===== src/sv/rvft_pkg.sv =====
// Shared widths, codes and types for the VLAN filter table.
package rvft_pkg;

  localparam int VID_W    = 12;
  localparam int CNT_W    = 16;
  localparam int KIND_W   = 2;
  localparam int SLOT_W   = 7;
  localparam int STATUS_W = 3;
  localparam int LIVE_W   = 8;

  localparam int TABLE_DEPTH_DEF    = 128;
  localparam int RESERVED_SLOTS_DEF = 2;

  localparam logic [LIVE_W-1:0] MAX_ENTRIES_RESET = 8'd128;
  localparam logic [CNT_W-1:0]  COUNT_FULL        = 16'hffff;

  localparam logic [KIND_W-1:0] KIND_REGISTER   = 2'd0;
  localparam logic [KIND_W-1:0] KIND_UNREGISTER = 2'd1;
  localparam logic [KIND_W-1:0] KIND_FIND       = 2'd2;

  localparam logic [STATUS_W-1:0] ST_OK        = 3'd0;
  localparam logic [STATUS_W-1:0] ST_NO_FREE   = 3'd1;
  localparam logic [STATUS_W-1:0] ST_FULL      = 3'd2;
  localparam logic [STATUS_W-1:0] ST_NOT_FOUND = 3'd3;
  localparam logic [STATUS_W-1:0] ST_BAD_SLOT  = 3'd4;
  localparam logic [STATUS_W-1:0] ST_OVERFLOW  = 3'd5;

  typedef struct packed {
    logic [VID_W-1:0] vlan;
    logic [CNT_W-1:0] count;
  } slot_t;

  typedef struct packed {
    logic [KIND_W-1:0] kind;
    logic [VID_W-1:0]  vlan_id;
    logic [SLOT_W-1:0] slot_index;
  } req_t;

  typedef struct packed {
    logic [STATUS_W-1:0] status;
    logic [SLOT_W-1:0]   result_index;
    logic                table_changed;
  } rsp_t;

endpackage


===== src/sv/rvft_slot_ram.sv =====
// Slot memory: one write port, one registered read port.
module rvft_slot_ram #(
  parameter int TABLE_DEPTH = rvft_pkg::TABLE_DEPTH_DEF,
  parameter int IDX_W       = $clog2(TABLE_DEPTH)
) (
  input  logic                clk,
  input  logic                we,
  input  logic [IDX_W-1:0]    waddr,
  input  rvft_pkg::slot_t     wdata,
  input  logic                re,
  input  logic [IDX_W-1:0]    raddr,
  output rvft_pkg::slot_t     rdata
);

  rvft_pkg::slot_t mem [TABLE_DEPTH];

  always_ff @(posedge clk) begin
    if (we) begin
      mem[waddr] <= wdata;
    end
  end

  always_ff @(posedge clk) begin
    if (re) begin
      rdata <= mem[raddr];
    end
  end

endmodule


===== config.mk =====
export PLATFORM = sky130hd
export DESIGN_NAME = rvft_slot_ram
export DESIGN_NICKNAME = d
export VERILOG_FILES = /design/src/sv/rvft_pkg.sv /design/src/sv/rvft_slot_ram.sv
export SDC_FILE = /design/constraint.sdc
export NUM_CORES = 2
export LEC_CHECK = 0
export BUFFER_PORTS_ARGS = -buffer_cell sky130_fd_sc_hd__buf_2
export CAP_MARGIN = 20
export CORE_UTILIZATION = 24
export DETAILED_ROUTE_END_ITERATION = 7
export GPL_TIMING_DRIVEN = 1
export SLEW_MARGIN = 25
export SYNTH_ARGS = -nofsm -noshare
export SYNTH_HDL_FRONTEND = slang
export SYNTH_SLANG_ARGS = --single-unit

===== constraint.sdc =====
create_clock -name clk -period 3 [get_ports clk]
set_input_delay 0.15 -clock clk [delete_from_list [all_inputs] [get_ports clk]]
set_output_delay 0.15 -clock clk [all_outputs]
set_load 0.01 [all_outputs]

==> flow_results.xml <==
<?xml version="1.0" encoding="UTF-8"?>
<metrics>
  <group name="cells_and_area">
    <metric name="finish.net_count" unit="">5925</metric>
    <metric name="post_layout_nonfiller_instances" unit="">13700</metric>
    <metric name="layout.cells.most_common" unit="">sky130_fd_sc_hd__edfxtp_1</metric>
    <metric name="area_growth_from_synthesis_to_layout" unit="%">20.1</metric>
    <metric name="postLayoutCoreUtil" unit="%">28.9</metric>
    <metric name="drive_above_1_share" unit="%">37.9</metric>
    <metric name="layout_common_cells" unit="">sky130_fd_sc_hd__edfxtp_1 (3,612), sky130_fd_sc_hd__mux4_2 (1,176), sky130_fd_sc_hd__clkbuf_16 (355)</metric>
  </group>
  <group name="routing">
    <metric name="drt-pass1-iter-count" unit="">5</metric>
    <metric name="antenna_left" unit="">0</metric>
    <metric name="routed_wl" unit="mm">385</metric>
    <metric name="route.detailed.drc" unit="">0</metric>
    <metric name="routed_wire_length_per_instance" unit="µm">28.1</metric>
    <metric name="detailedRoute.firstIterationViolations" unit="">8987</metric>
    <metric name="num_vias" unit="">64000</metric>
    <metric name="drt-vias-per-instance" unit="">4.67</metric>
  </group>
  <group name="hold_path">
    <metric name="min_path_type" unit="">in -&gt; reg</metric>
    <metric name="hold_path_depth" unit="">3</metric>
    <metric name="timing.hold.worst_endpoint" unit="">mem[122][27]$_DFFE_PP_</metric>
    <metric name="worstHoldStart" unit="">waddr[3]</metric>
  </group>
  <group name="yosys">
    <metric name="mappedNetlistNets" unit="">5309</metric>
    <metric name="synth_fa_ha_area_share" unit="%">0</metric>
    <metric name="postSynthCellCount" unit="">5264</metric>
    <metric name="syn_area" unit="µm²">137000</metric>
    <metric name="synth_sequential_area_ratio" unit="%">79.1</metric>
    <metric name="yosys.area_share.simple" unit="%">0.508</metric>
    <metric name="synth_compound_gate_area_share" unit="%">0</metric>
    <metric name="main_combinational_cell_family_by_area_after_synthesis" unit="">multiplexers</metric>
    <metric name="ys_seq_elements" unit="">3612</metric>
    <metric name="post_synth_mux_area_share" unit="%">19.5</metric>
    <metric name="synth_xor_area_share" unit="%">0</metric>
    <metric name="yosys_warnings" unit="">0</metric>
    <metric name="distinct_cell_type_count_of_the_synthesized_netlist" unit="">15</metric>
    <metric name="synth_area_per_cell" unit="µm²">26.0</metric>
  </group>
  <group name="global_route">
    <metric name="grt_first_pass_wirelength" unit="mm">527</metric>
    <metric name="antenna_found_initial" unit="">73</metric>
    <metric name="grt.total_usage" unit="%">13.0</metric>
    <metric name="grt.overflow.total" unit="">0</metric>
    <metric name="grt_max_degree" unit="">129</metric>
    <metric name="grt_pass1_vias" unit="">65100</metric>
  </group>
  <group name="placed_design">
    <metric name="detailedPlacementHpwl" unit="mm">222</metric>
    <metric name="dp_cells" unit="">13000</metric>
    <metric name="gp_congestion" unit="">0.781</metric>
    <metric name="io_buffer_count" unit="">72</metric>
  </group>
  <group name="clock_tree">
    <metric name="insertion_delay" unit="ps">920</metric>
    <metric name="path_clk_slew" unit="ps">70</metric>
    <metric name="post-cts-setup-buffers" unit="">0</metric>
    <metric name="clock_tree.buffer_depth" unit="">4</metric>
    <metric name="clock-root-buffer" unit="">sky130_fd_sc_hd__clkbuf_16</metric>
    <metric name="tritoncts" unit="">built</metric>
    <metric name="cts-buffers-inserted" unit="">349</metric>
    <metric name="number_of_hold_repair_buffers_added_at_the_cts_stage" unit="">32</metric>
    <metric name="cts_sinks" unit="">3612</metric>
    <metric name="level_count_of_the_clock_h_tree" unit="">5</metric>
    <metric name="cts_resized" unit="">0</metric>
  </group>
  <group name="sta">
    <metric name="time_the_final_worst_path_needs_with_i_o_delays_and_setup" unit="ps">2740</metric>
    <metric name="skew_final" unit="ps">67.3</metric>
    <metric name="finalMaxSlewViolations" unit="">0</metric>
    <metric name="setup_repair_after_global_routing_missed_its_margin" unit="">no</metric>
    <metric name="peak_clock_frequency_supported_by_timing" unit="GHz">0.365</metric>
    <metric name="tightestPinTransition" unit="ps">1020</metric>
    <metric name="setup_viol" unit="">0</metric>
    <metric name="worst_slew_margin_rel" unit="%">32.2</metric>
    <metric name="min_period_over_period" unit="%">91.4</metric>
    <metric name="timing_hold_violations_final" unit="">0</metric>
    <metric name="fin_setup_tns" unit="ps">0</metric>
  </group>
  <group name="worst_setup_path">
    <metric name="critPathLaunchType" unit="">flip-flop</metric>
    <metric name="cp_num_cells" unit="">5</metric>
    <metric name="setup.worst_path.class" unit="">reg -&gt; reg</metric>
    <metric name="crit_chain" unit="">mux4_2 &gt; mux4_2 &gt; buf_12 &gt; mux4_2 &gt; mux2_2</metric>
    <metric name="reg2reg_slack" unit="ps">260</metric>
    <metric name="critical_path.most_common_cell" unit="">sky130_fd_sc_hd__mux4_2</metric>
    <metric name="slowest_stage" unit="">sky130_fd_sc_hd__mux4_2</metric>
    <metric name="critical_path.reg2reg.startpoint" unit="">mem[52][22]$_DFFE_PP_</metric>
    <metric name="cp_slowest_stage_delay" unit="ps">620</metric>
    <metric name="reg2reg_to" unit="">rdata[22]$_DFFE_PP_</metric>
    <metric name="cp-startpoint" unit="">mem[52][22]$_DFFE_PP_</metric>
    <metric name="critical_path_arrival" unit="ps">3390</metric>
    <metric name="timing.critical_path.max_delay_family" unit="">multiplexers</metric>
    <metric name="r2r_cells" unit="">5</metric>
    <metric name="worst-endpoint-required" unit="ps">3650</metric>
    <metric name="cp-end-kind" unit="">flip-flop</metric>
    <metric name="worstPathBufferInverterCount" unit="">1</metric>
    <metric name="path_max_fanout" unit="">2</metric>
  </group>
  <group name="floorplanning">
    <metric name="initial_core_util" unit="%">24.1</metric>
    <metric name="fp.dieW" unit="µm">758</metric>
    <metric name="die_y" unit="µm">758</metric>
    <metric name="dieArea" unit="µm²">574000</metric>
    <metric name="io_pins" unit="">73</metric>
    <metric name="rows" unit="">277</metric>
    <metric name="fp.coreArea" unit="µm²">569000</metric>
  </group>
  <group name="status">
    <metric name="outcome" unit="">completed</metric>
  </group>
  <group name="power_and_ir_drop">
    <metric name="p_leak" unit="nW">49.2</metric>
    <metric name="total_power" unit="mW">105</metric>
    <metric name="power_density" unit="nW/µm²">637</metric>
    <metric name="maximum_resistive_drop_on_vdd" unit="V">0.000454</metric>
  </group>
  <group name="flow_run">
    <metric name="drv.max_cap_violation_count" unit="">0</metric>
  </group>
</metrics>
[worst max path at each step]
stage / slack [ps] / endpoint
2_1_floorplan: -110 / mem[98][0]$_DFFE_PP_
3_3_place_gp: -450 / rdata[4]$_DFFE_PP_
3_5_place_dp: -450 / rdata[4]$_DFFE_PP_
4_1_cts: 250 / rdata[8]$_DFFE_PP_
5_1_grt: 220 / rdata[4]$_DFFE_PP_
6_report: 260 / rdata[22]$_DFFE_PP_
[flip-flops by register name, indices dropped and copies added, names as in the netlist]
name and flops:
mem 3584, rdata 28
[layout make-up]
type	instances	area (µm²)
fillers	54500	404000
flip-flops and latches	3612	108000
multi-input cells	1374	28500
well taps	7533	9430
clock buffers	416	9110
repair buffers	543	7160
clock inverters	205	1870
diodes	32	80.1
[stage by stage]
stage | hold slack (ps) | setup WS (ps) | instance area, µm²
2_1_floorplan | 249 | -108 | 137000
6_report | 67.0 | 259 | 165000
3_5_place_dp | 753 | -449 | 153000
3_3_place_gp | 722 | -454 | 153000
4_1_cts | 17.3 | 248 | 164000
5_1_grt | 28.5 | 221 | 165000
[report_power, final]
part           internal (mW)  leakage (nW)  switching (mW)
logic                   2.42          11.3            3.54
registers               55.8          32.5           0.206
clock network           24.3          5.36            18.6
total                   82.5          49.2            22.3
[cells in the mapped netlist]
master / count / share of area [%]
sky130_fd_sc_hd__nor3_1: 9 / 0.033
sky130_fd_sc_hd__nand2_1: 14 / 0.038
sky130_fd_sc_hd__nor2_1: 122 / 0.33
sky130_fd_sc_hd__nand2b_1: 2 / 0.0091
sky130_fd_sc_hd__nor2b_1: 7 / 0.032
sky130_fd_sc_hd__nand4_1: 3 / 0.014
sky130_fd_sc_hd__or3_1: 1 / 0.0046
sky130_fd_sc_hd__edfxtp_1: 3612 / 79
sky130_fd_sc_hd__buf_6: 2 / 0.016
sky130_fd_sc_hd__buf_1: 44 / 0.12
sky130_fd_sc_hd__nand3_1: 12 / 0.044
sky130_fd_sc_hd__clkbuf_1: 162 / 0.44
sky130_fd_sc_hd__buf_2: 70 / 0.26
sky130_fd_sc_hd__mux4_2: 1176 / 19
sky130_fd_sc_hd__mux2_2: 28 / 0.23
[metal layers]
layer  vias to the layer above  track usage (%)  share of wire (%)
met5                         -                0              0.047
li1                      24500                -                  -
met1                     35400             17.3                 39
met3                       607             3.37                 11
met2                      3442             21.2                 48
met4                        26             3.78                3.0
[cells by family after synthesis]
group / after synthesis
flops: 3612
mux: 1204
buf+inv: 278
simple gates: 170
[worst min-delay path: cells and delay by family]
family,cells,cell delay [ps]
AND/OR/NAND/NOR,2,450
buffers and inverters,1,150
(Power assumes the default switching activity.)
