===== config.mk =====
export PLATFORM = sky130hd
export DESIGN_NAME = rvft_scan_ctrl
export DESIGN_NICKNAME = d
export VERILOG_FILES = /design/src/sv/rvft_pkg.sv /design/src/sv/rvft_scan_ctrl.sv
export SDC_FILE = /design/constraint.sdc
export NUM_CORES = 1
export LEC_CHECK = 0
export BUFFER_PORTS_ARGS = -buffer_cell sky130_fd_sc_hd__buf_2
export CAP_MARGIN = 20
export CORE_MARGIN = 3
export CORE_UTILIZATION = 45
export DETAILED_ROUTE_END_ITERATION = 6
export PLACE_DENSITY = 0.7
export SKIP_LAST_GASP = 1
export SLEW_MARGIN = 20
export SYNTH_ARGS = -nofsm -noshare
export SYNTH_HDL_FRONTEND = slang
export SYNTH_SLANG_ARGS = --single-unit
export TNS_END_PERCENT = 5

===== constraint.sdc =====
create_clock -name clk -period 4.52 [get_ports clk]
set_input_delay 0.452 -clock clk [delete_from_list [all_inputs] [get_ports clk]]
set_output_delay 0.452 -clock clk [all_outputs]
set_load 0.03 [all_outputs]

===== src/sv/rvft_pkg.sv =====
// Shared widths, codes and types for the VLAN filter table.
package rvft_pkg;

  localparam int VID_W    = 12;
  localparam int CNT_W    = 16;
  localparam int KIND_W   = 2;
  localparam int SLOT_W   = 7;
  localparam int STATUS_W = 3;
  localparam int LIVE_W   = 8;

  localparam int TABLE_DEPTH_DEF    = 128;
  localparam int RESERVED_SLOTS_DEF = 2;

  localparam logic [LIVE_W-1:0] MAX_ENTRIES_RESET = 8'd128;
  localparam logic [CNT_W-1:0]  COUNT_FULL        = 16'hffff;

  localparam logic [KIND_W-1:0] KIND_REGISTER   = 2'd0;
  localparam logic [KIND_W-1:0] KIND_UNREGISTER = 2'd1;
  localparam logic [KIND_W-1:0] KIND_FIND       = 2'd2;

  localparam logic [STATUS_W-1:0] ST_OK        = 3'd0;
  localparam logic [STATUS_W-1:0] ST_NO_FREE   = 3'd1;
  localparam logic [STATUS_W-1:0] ST_FULL      = 3'd2;
  localparam logic [STATUS_W-1:0] ST_NOT_FOUND = 3'd3;
  localparam logic [STATUS_W-1:0] ST_BAD_SLOT  = 3'd4;
  localparam logic [STATUS_W-1:0] ST_OVERFLOW  = 3'd5;

  typedef struct packed {
    logic [VID_W-1:0] vlan;
    logic [CNT_W-1:0] count;
  } slot_t;

  typedef struct packed {
    logic [KIND_W-1:0] kind;
    logic [VID_W-1:0]  vlan_id;
    logic [SLOT_W-1:0] slot_index;
  } req_t;

  typedef struct packed {
    logic [STATUS_W-1:0] status;
    logic [SLOT_W-1:0]   result_index;
    logic                table_changed;
  } rsp_t;

endpackage


===== src/sv/rvft_scan_ctrl.sv =====
// Request sequencer: slot scan with one shared compare, live flags and live count.
module rvft_scan_ctrl #(
  parameter int TABLE_DEPTH    = rvft_pkg::TABLE_DEPTH_DEF,
  parameter int RESERVED_SLOTS = rvft_pkg::RESERVED_SLOTS_DEF,
  parameter int IDX_W          = $clog2(TABLE_DEPTH)
) (
  input  logic                        clk,
  input  logic                        rst,
  input  logic                        in_valid,
  output logic                        in_ready,
  input  rvft_pkg::req_t              req,
  input  logic [rvft_pkg::LIVE_W-1:0] max_entries,
  output logic                        res_valid,
  input  logic                        res_ready,
  output rvft_pkg::rsp_t              res,
  output logic                        mem_we,
  output logic [IDX_W-1:0]            mem_waddr,
  output rvft_pkg::slot_t             mem_wdata,
  output logic                        mem_re,
  output logic [IDX_W-1:0]            mem_raddr,
  input  rvft_pkg::slot_t             mem_rdata
);

  localparam int SW = rvft_pkg::SLOT_W;
  localparam int LW = rvft_pkg::LIVE_W;
  localparam int CW = rvft_pkg::CNT_W;

  localparam logic [2:0] S_IDLE     = 3'd0;
  localparam logic [2:0] S_DISPATCH = 3'd1;
  localparam logic [2:0] S_SCAN     = 3'd2;
  localparam logic [2:0] S_UNRD     = 3'd3;
  localparam logic [2:0] S_RESP     = 3'd4;

  localparam logic [IDX_W:0]   PTR_END   = (IDX_W+1)'(TABLE_DEPTH);
  localparam logic [IDX_W:0]   PTR_RES   = (IDX_W+1)'(RESERVED_SLOTS);
  localparam logic [IDX_W-1:0] LAST_SLOT = IDX_W'(TABLE_DEPTH - 1);
  localparam logic [SW-1:0]    SIDX_RES  = SW'(RESERVED_SLOTS);
  localparam logic [SW:0]      SIDX_END  = (SW+1)'(TABLE_DEPTH);

  logic [2:0]             state, state_next;
  rvft_pkg::req_t         req_q, req_q_next;
  logic [IDX_W:0]         issue_ptr, issue_ptr_next;
  logic                   cmp_vld, cmp_vld_next;
  logic [IDX_W-1:0]       cmp_ptr, cmp_ptr_next;
  logic                   free_found, free_found_next;
  logic [IDX_W-1:0]       free_ptr, free_ptr_next;
  logic [LW-1:0]          live_total, live_total_next;
  logic [TABLE_DEPTH-1:0] live, live_next;
  rvft_pkg::rsp_t         res_q, res_q_next;

  logic             hit;
  logic             free_now;
  logic [IDX_W-1:0] free_sel;
  logic             bad_slot;
  logic [CW-1:0]    cnt_dec;
  logic [IDX_W-1:0] sidx;

  assign in_ready  = (state == S_IDLE);
  assign res_valid = (state == S_RESP);
  assign res       = res_q;

  assign sidx     = req_q.slot_index[IDX_W-1:0];
  assign hit      = cmp_vld && live[cmp_ptr] && (mem_rdata.vlan == req_q.vlan_id);
  assign free_now = free_found || !live[cmp_ptr];
  assign free_sel = free_found ? free_ptr : cmp_ptr;
  assign cnt_dec  = mem_rdata.count - CW'(1);
  assign bad_slot = (req_q.slot_index < SIDX_RES) ||
                    ({1'b0, req_q.slot_index} >= SIDX_END) || !live[sidx];

  always_comb begin
    state_next      = state;
    req_q_next      = req_q;
    issue_ptr_next  = issue_ptr;
    cmp_vld_next    = 1'b0;
    cmp_ptr_next    = cmp_ptr;
    free_found_next = free_found;
    free_ptr_next   = free_ptr;
    live_total_next = live_total;
    live_next       = live;
    res_q_next      = res_q;
    mem_we          = 1'b0;
    mem_waddr       = cmp_ptr;
    mem_wdata       = '0;
    mem_re          = 1'b0;
    mem_raddr       = issue_ptr[IDX_W-1:0];

    unique case (state)
      S_IDLE: begin
        if (in_valid) begin
          req_q_next = req;
          state_next = S_DISPATCH;
        end
      end
      S_DISPATCH: begin
        issue_ptr_next  = '0;
        free_found_next = 1'b0;
        case (req_q.kind)
          rvft_pkg::KIND_REGISTER: begin
            issue_ptr_next = PTR_RES;
            state_next     = S_SCAN;
          end
          rvft_pkg::KIND_FIND: begin
            state_next = S_SCAN;
          end
          rvft_pkg::KIND_UNREGISTER: begin
            if (bad_slot) begin
              res_q_next = '{rvft_pkg::ST_BAD_SLOT, '0, 1'b0};
              state_next = S_RESP;
            end else begin
              mem_re     = 1'b1;
              mem_raddr  = sidx;
              state_next = S_UNRD;
            end
          end
          default: begin
            res_q_next = '{rvft_pkg::ST_NOT_FOUND, '0, 1'b0};
            state_next = S_RESP;
          end
        endcase
      end
      S_SCAN: begin
        // issue the next read while the previous slot is compared
        if (issue_ptr < PTR_END) begin
          mem_re         = 1'b1;
          issue_ptr_next = issue_ptr + 1'b1;
          cmp_vld_next   = 1'b1;
          cmp_ptr_next   = issue_ptr[IDX_W-1:0];
        end
        if (hit) begin
          cmp_vld_next = 1'b0;
          state_next   = S_RESP;
          if (req_q.kind == rvft_pkg::KIND_REGISTER &&
              mem_rdata.count == rvft_pkg::COUNT_FULL) begin
            res_q_next = '{rvft_pkg::ST_OVERFLOW, '0, 1'b0};
          end else begin
            if (req_q.kind == rvft_pkg::KIND_REGISTER) begin
              mem_we    = 1'b1;
              mem_waddr = cmp_ptr;
              mem_wdata = '{mem_rdata.vlan, mem_rdata.count + CW'(1)};
            end
            res_q_next = '{rvft_pkg::ST_OK, SW'(cmp_ptr), 1'b0};
          end
        end else if (cmp_vld) begin
          if (!free_found && !live[cmp_ptr]) begin
            free_found_next = 1'b1;
            free_ptr_next   = cmp_ptr;
          end
          if (cmp_ptr == LAST_SLOT) begin
            cmp_vld_next = 1'b0;
            state_next   = S_RESP;
            if (req_q.kind != rvft_pkg::KIND_REGISTER) begin
              res_q_next = '{rvft_pkg::ST_NOT_FOUND, '0, 1'b0};
            end else if (!free_now) begin
              res_q_next = '{rvft_pkg::ST_NO_FREE, '0, 1'b0};
            end else if (live_total >= max_entries) begin
              res_q_next = '{rvft_pkg::ST_FULL, '0, 1'b0};
            end else begin
              mem_we              = 1'b1;
              mem_waddr           = free_sel;
              mem_wdata           = '{req_q.vlan_id, CW'(1)};
              live_next[free_sel] = 1'b1;
              live_total_next     = live_total + 1'b1;
              res_q_next          = '{rvft_pkg::ST_OK, SW'(free_sel), 1'b1};
            end
          end
        end
      end
      S_UNRD: begin
        state_next = S_RESP;
        if (cnt_dec == '0) begin
          // last reference gone: drop the live flag, the entry then reads as empty
          live_next[sidx] = 1'b0;
          if (live_total != '0) begin
            live_total_next = live_total - 1'b1;
          end
          res_q_next = '{rvft_pkg::ST_OK, req_q.slot_index, 1'b1};
        end else begin
          mem_we     = 1'b1;
          mem_waddr  = sidx;
          mem_wdata  = '{mem_rdata.vlan, cnt_dec};
          res_q_next = '{rvft_pkg::ST_OK, req_q.slot_index, 1'b0};
        end
      end
      S_RESP: begin
        if (res_ready) begin
          state_next = S_IDLE;
        end
      end
      default: begin
        state_next = S_IDLE;
      end
    endcase
  end

  always_ff @(posedge clk) begin
    if (rst) begin
      state      <= S_IDLE;
      cmp_vld    <= 1'b0;
      free_found <= 1'b0;
      live_total <= '0;
      live       <= '0;
    end else begin
      state      <= state_next;
      cmp_vld    <= cmp_vld_next;
      free_found <= free_found_next;
      live_total <= live_total_next;
      live       <= live_next;
    end
  end

  always_ff @(posedge clk) begin
    req_q     <= req_q_next;
    issue_ptr <= issue_ptr_next;
    cmp_ptr   <= cmp_ptr_next;
    free_ptr  <= free_ptr_next;
    res_q     <= res_q_next;
  end

endmodule


==> qor.txt <==
# setup viols final = 0
vias in the first global route = 11.4k
crit path launch type = flip-flop
initial core utilization = 0.461
final RePlAce weighted congestion = 0.941
Die Y = 173 um
Longest Clk Path Bufs = 2
first-pass GRT wire length = 65.7 mm
Logic pwr share = 0.130
Final Util = 0.523
DR pass1 iterations = 7
Tcrit/Tclk final = 0.971
H-tree lvl count = 4
Crit Path Category = flip-flop to output pin
Mean Syn Cell Area = 8.79 um2
Reg2Reg Launch Point = sidx[0]
Num CTS Buffers = 17
sw frac = 0.299
async set or reset register ratio after synthesis = 0
I/O pin total = 118
number of flops mapped to enable cells by yosys = 54
Post-Syn Area = 12500 um2
CP most frequent cell = mux2i_1
Area Growth Syn to Fin = 13.3%
port bufs = 117
post-synthesis sequential area ratio = 0.356
DRT iter0 DRCs = 1708
clock latency on the worst-skew pair = 450 ps
CTS tree = built
Antenna Nets Post-Route = 0
core area = 27100 um2
vias per inst = 6.31
GR Overflow Total = 0
synthesis-stage register bit count = 195
Critical Path Start = cmp_ptr[0]
pin count of the biggest net entering global routing = 84
Unique masters post-synth = 82
Lkg Pwr = 5.18 nW
worst clock skew = 16.7 ps
Via Count = 12.0k
unrepaired setup endpoints after global routing = true
initial antenna violation count = 0
fin nets = 1592
Max transition margin = 0.211
Syn Inst Count = 1422
Top FF cell, synth = dfxtp_1
ratio of cells with drive above 1 in the final layout = 0.195
Largest stage delay, worst path = 540 ps
die width = 173 um
hold slack final = 167 ps
DRT Wirelength = 42.3 mm
status = finished, final reports clean
DP HPWL = 29.3 mm
Post-Syn Nets = 1502
critical path fanouts, max = 43
Period minus WS final = 4390 ps
crit path DAT = 3940 ps
required time worst endpoint = 4070 ps
Power per Cell Area = 276 nW/um2
Max-cap violations = 0
P_sw = 1.17 mW
synth warn = 0
most common cell after layout, fill and taps aside = o21ai_0
Root Buffer = clkbuf_16
Post-CTS Hold Buffers = 0
Die ar. = 29800 um2
fin cells = 1898
crit-path cells = buf_12, mux4_2, mux2i_1, mux2i_1, o2111ai_1, o211ai_1, buf_4, a211o_1, a21oi_4, a22o_1, buf_2
Total Routing Usage GR = 0.275
Peak VDD IR = 0.279 mV
Pint = 2.74 mW
dpl cells = 1858
sequential power share = 0.482
fraction of power consumed by the clock network = 0.388
Hold Crit Start = req[18]
pre-CTS setup slack = 480 ps
Hold Fails Final Rpt = 0
clock sink count = 195
Hold Crit Class = input port to flip-flop
Worst-path clk slew = 90 ps
Fmax = 228 MHz
fin worst setup slack = 129 ps
Crit-path slowest cell = mux4_2
Slew Viols, Final = 0
Worst Max-Slew Pin Slew = 1180 ps
most frequent cells in the layout = 258 x o21ai_0, 149 x nor2b_1, 141 x dfxtp_1
Worst Setup End Kind = output pin
Total Power = 3.91 mW
WL per Instance = 22.3 um
DRC Markers = 0
Placement Rows = 60
-- layer usage --
layer / part of all wire / track usage
met5: 0 / 0
met3: 0.10 / 0.0646
met2: 0.45 / 0.433
met4: 0.039 / 0.115
met1: 0.40 / 0.364
-- critical path: cells and delay by family, from the launching register on --
family	cells	cell delay, ps
AO/OA/AOI/OAI	5	1450
buffers and inverters	3	720
flip-flops	1	380
multiplexers	3	890
-- final timing paths --
path / end / slack (ps) / cells past startpoint
worst min register to register: live_total[1] / 530 / 2
worst max register to register: res[1] / 880 / 10
worst max-delay path: mem_wdata[19] / 130 / 11
worst min-delay path: req_q[18] / 170 / 1
-- cell usage after synthesis, drive strengths merged (6+ instances only) --
cell type | count | area [um2]
o21a | 10 | 75.1
a22oi | 27 | 203
and2 | 10 | 62.6
nand4b | 6 | 52.6
or2 | 7 | 43.8
ha | 18 | 225
edfxtp | 54 | 1620
a22o | 13 | 114
mux2i | 34 | 340
nor2 | 57 | 224
dfxtp | 141 | 2820
o21ai | 283 | 1430
clkbuf | 73 | 278
nand2b | 9 | 56.3
o221ai | 9 | 78.8
o211ai | 11 | 101
a21o | 8 | 60.1
buf | 31 | 203
mux4 | 39 | 878
xor2 | 9 | 78.8
inv | 37 | 139
a31oi | 8 | 50.1
a221oi | 7 | 61.3
nand4 | 22 | 159
nor2b | 149 | 932
or3 | 7 | 43.8
nor3 | 22 | 110
o22ai | 6 | 37.5
a211oi | 6 | 55.1
nand3 | 35 | 175
nor4 | 14 | 87.6
and3 | 13 | 81.3
nand2 | 109 | 409
a21oi | 25 | 136
xnor2 | 22 | 193
mux2 | 28 | 315
-- state kept, by name, summed over array words and instances (netlist names) --
signal / count
live: 128
req_q: 14
res: 11
issue_ptr: 8
live_total: 8
cmp_ptr: 7
free_ptr: 7
sidx: 7
state: 3
cmp_vld: 1
free_found: 1
-- stage by stage --
stage,TNS [ps],instance area [um2]
floorplan,0,12500
global placement,0,13500
detailed placement,0,13500
CTS,0,14100
global route,-106,14200
finish,0,14200
-- timing repair --
action	CTS	global route
resized for setup	0	3
endpoints found under the setup margin	6	25
buffers inserted	1	6
-- logic make-up after synthesis --
group | after synthesis | synth area share
flip-flops | 195 | 0.356
XOR/XNOR | 31 | 0.0217
AND/OR/NAND/NOR | 470 | 0.202
adder cells (fa/ha/maj) | 19 | 0.0196
AO/OA/AOI/OAI | 463 | 0.228
buffers and inverters | 143 | 0.0502
multiplexers | 101 | 0.123
-- cell type report --
cell class / instances / area, um2
inverter: 39 / 146
fill: 2499 / 12900
antenna: 1 / 2.50
clock inverter: 14 / 145
multi-input combinational: 1084 / 7450
clock buffer: 18 / 429
timing repair buffer: 175 / 1080
tap: 372 / 465
sequential: 195 / 4440
-- power by group through the flow --
stage / registers, mW / logic [mW] / clock network (mW)
after global routing: 1.89 / 0.540 / 1.60
after CTS: 1.88 / 0.486 / 1.52
after detailed placement: 1.93 / 0.479 / 0
after global placement: 1.93 / 0.466 / 0
after floorplan: 1.91 / 0.313 / 0
final: 1.88 / 0.508 / 1.52
(Power assumes the default switching activity.)
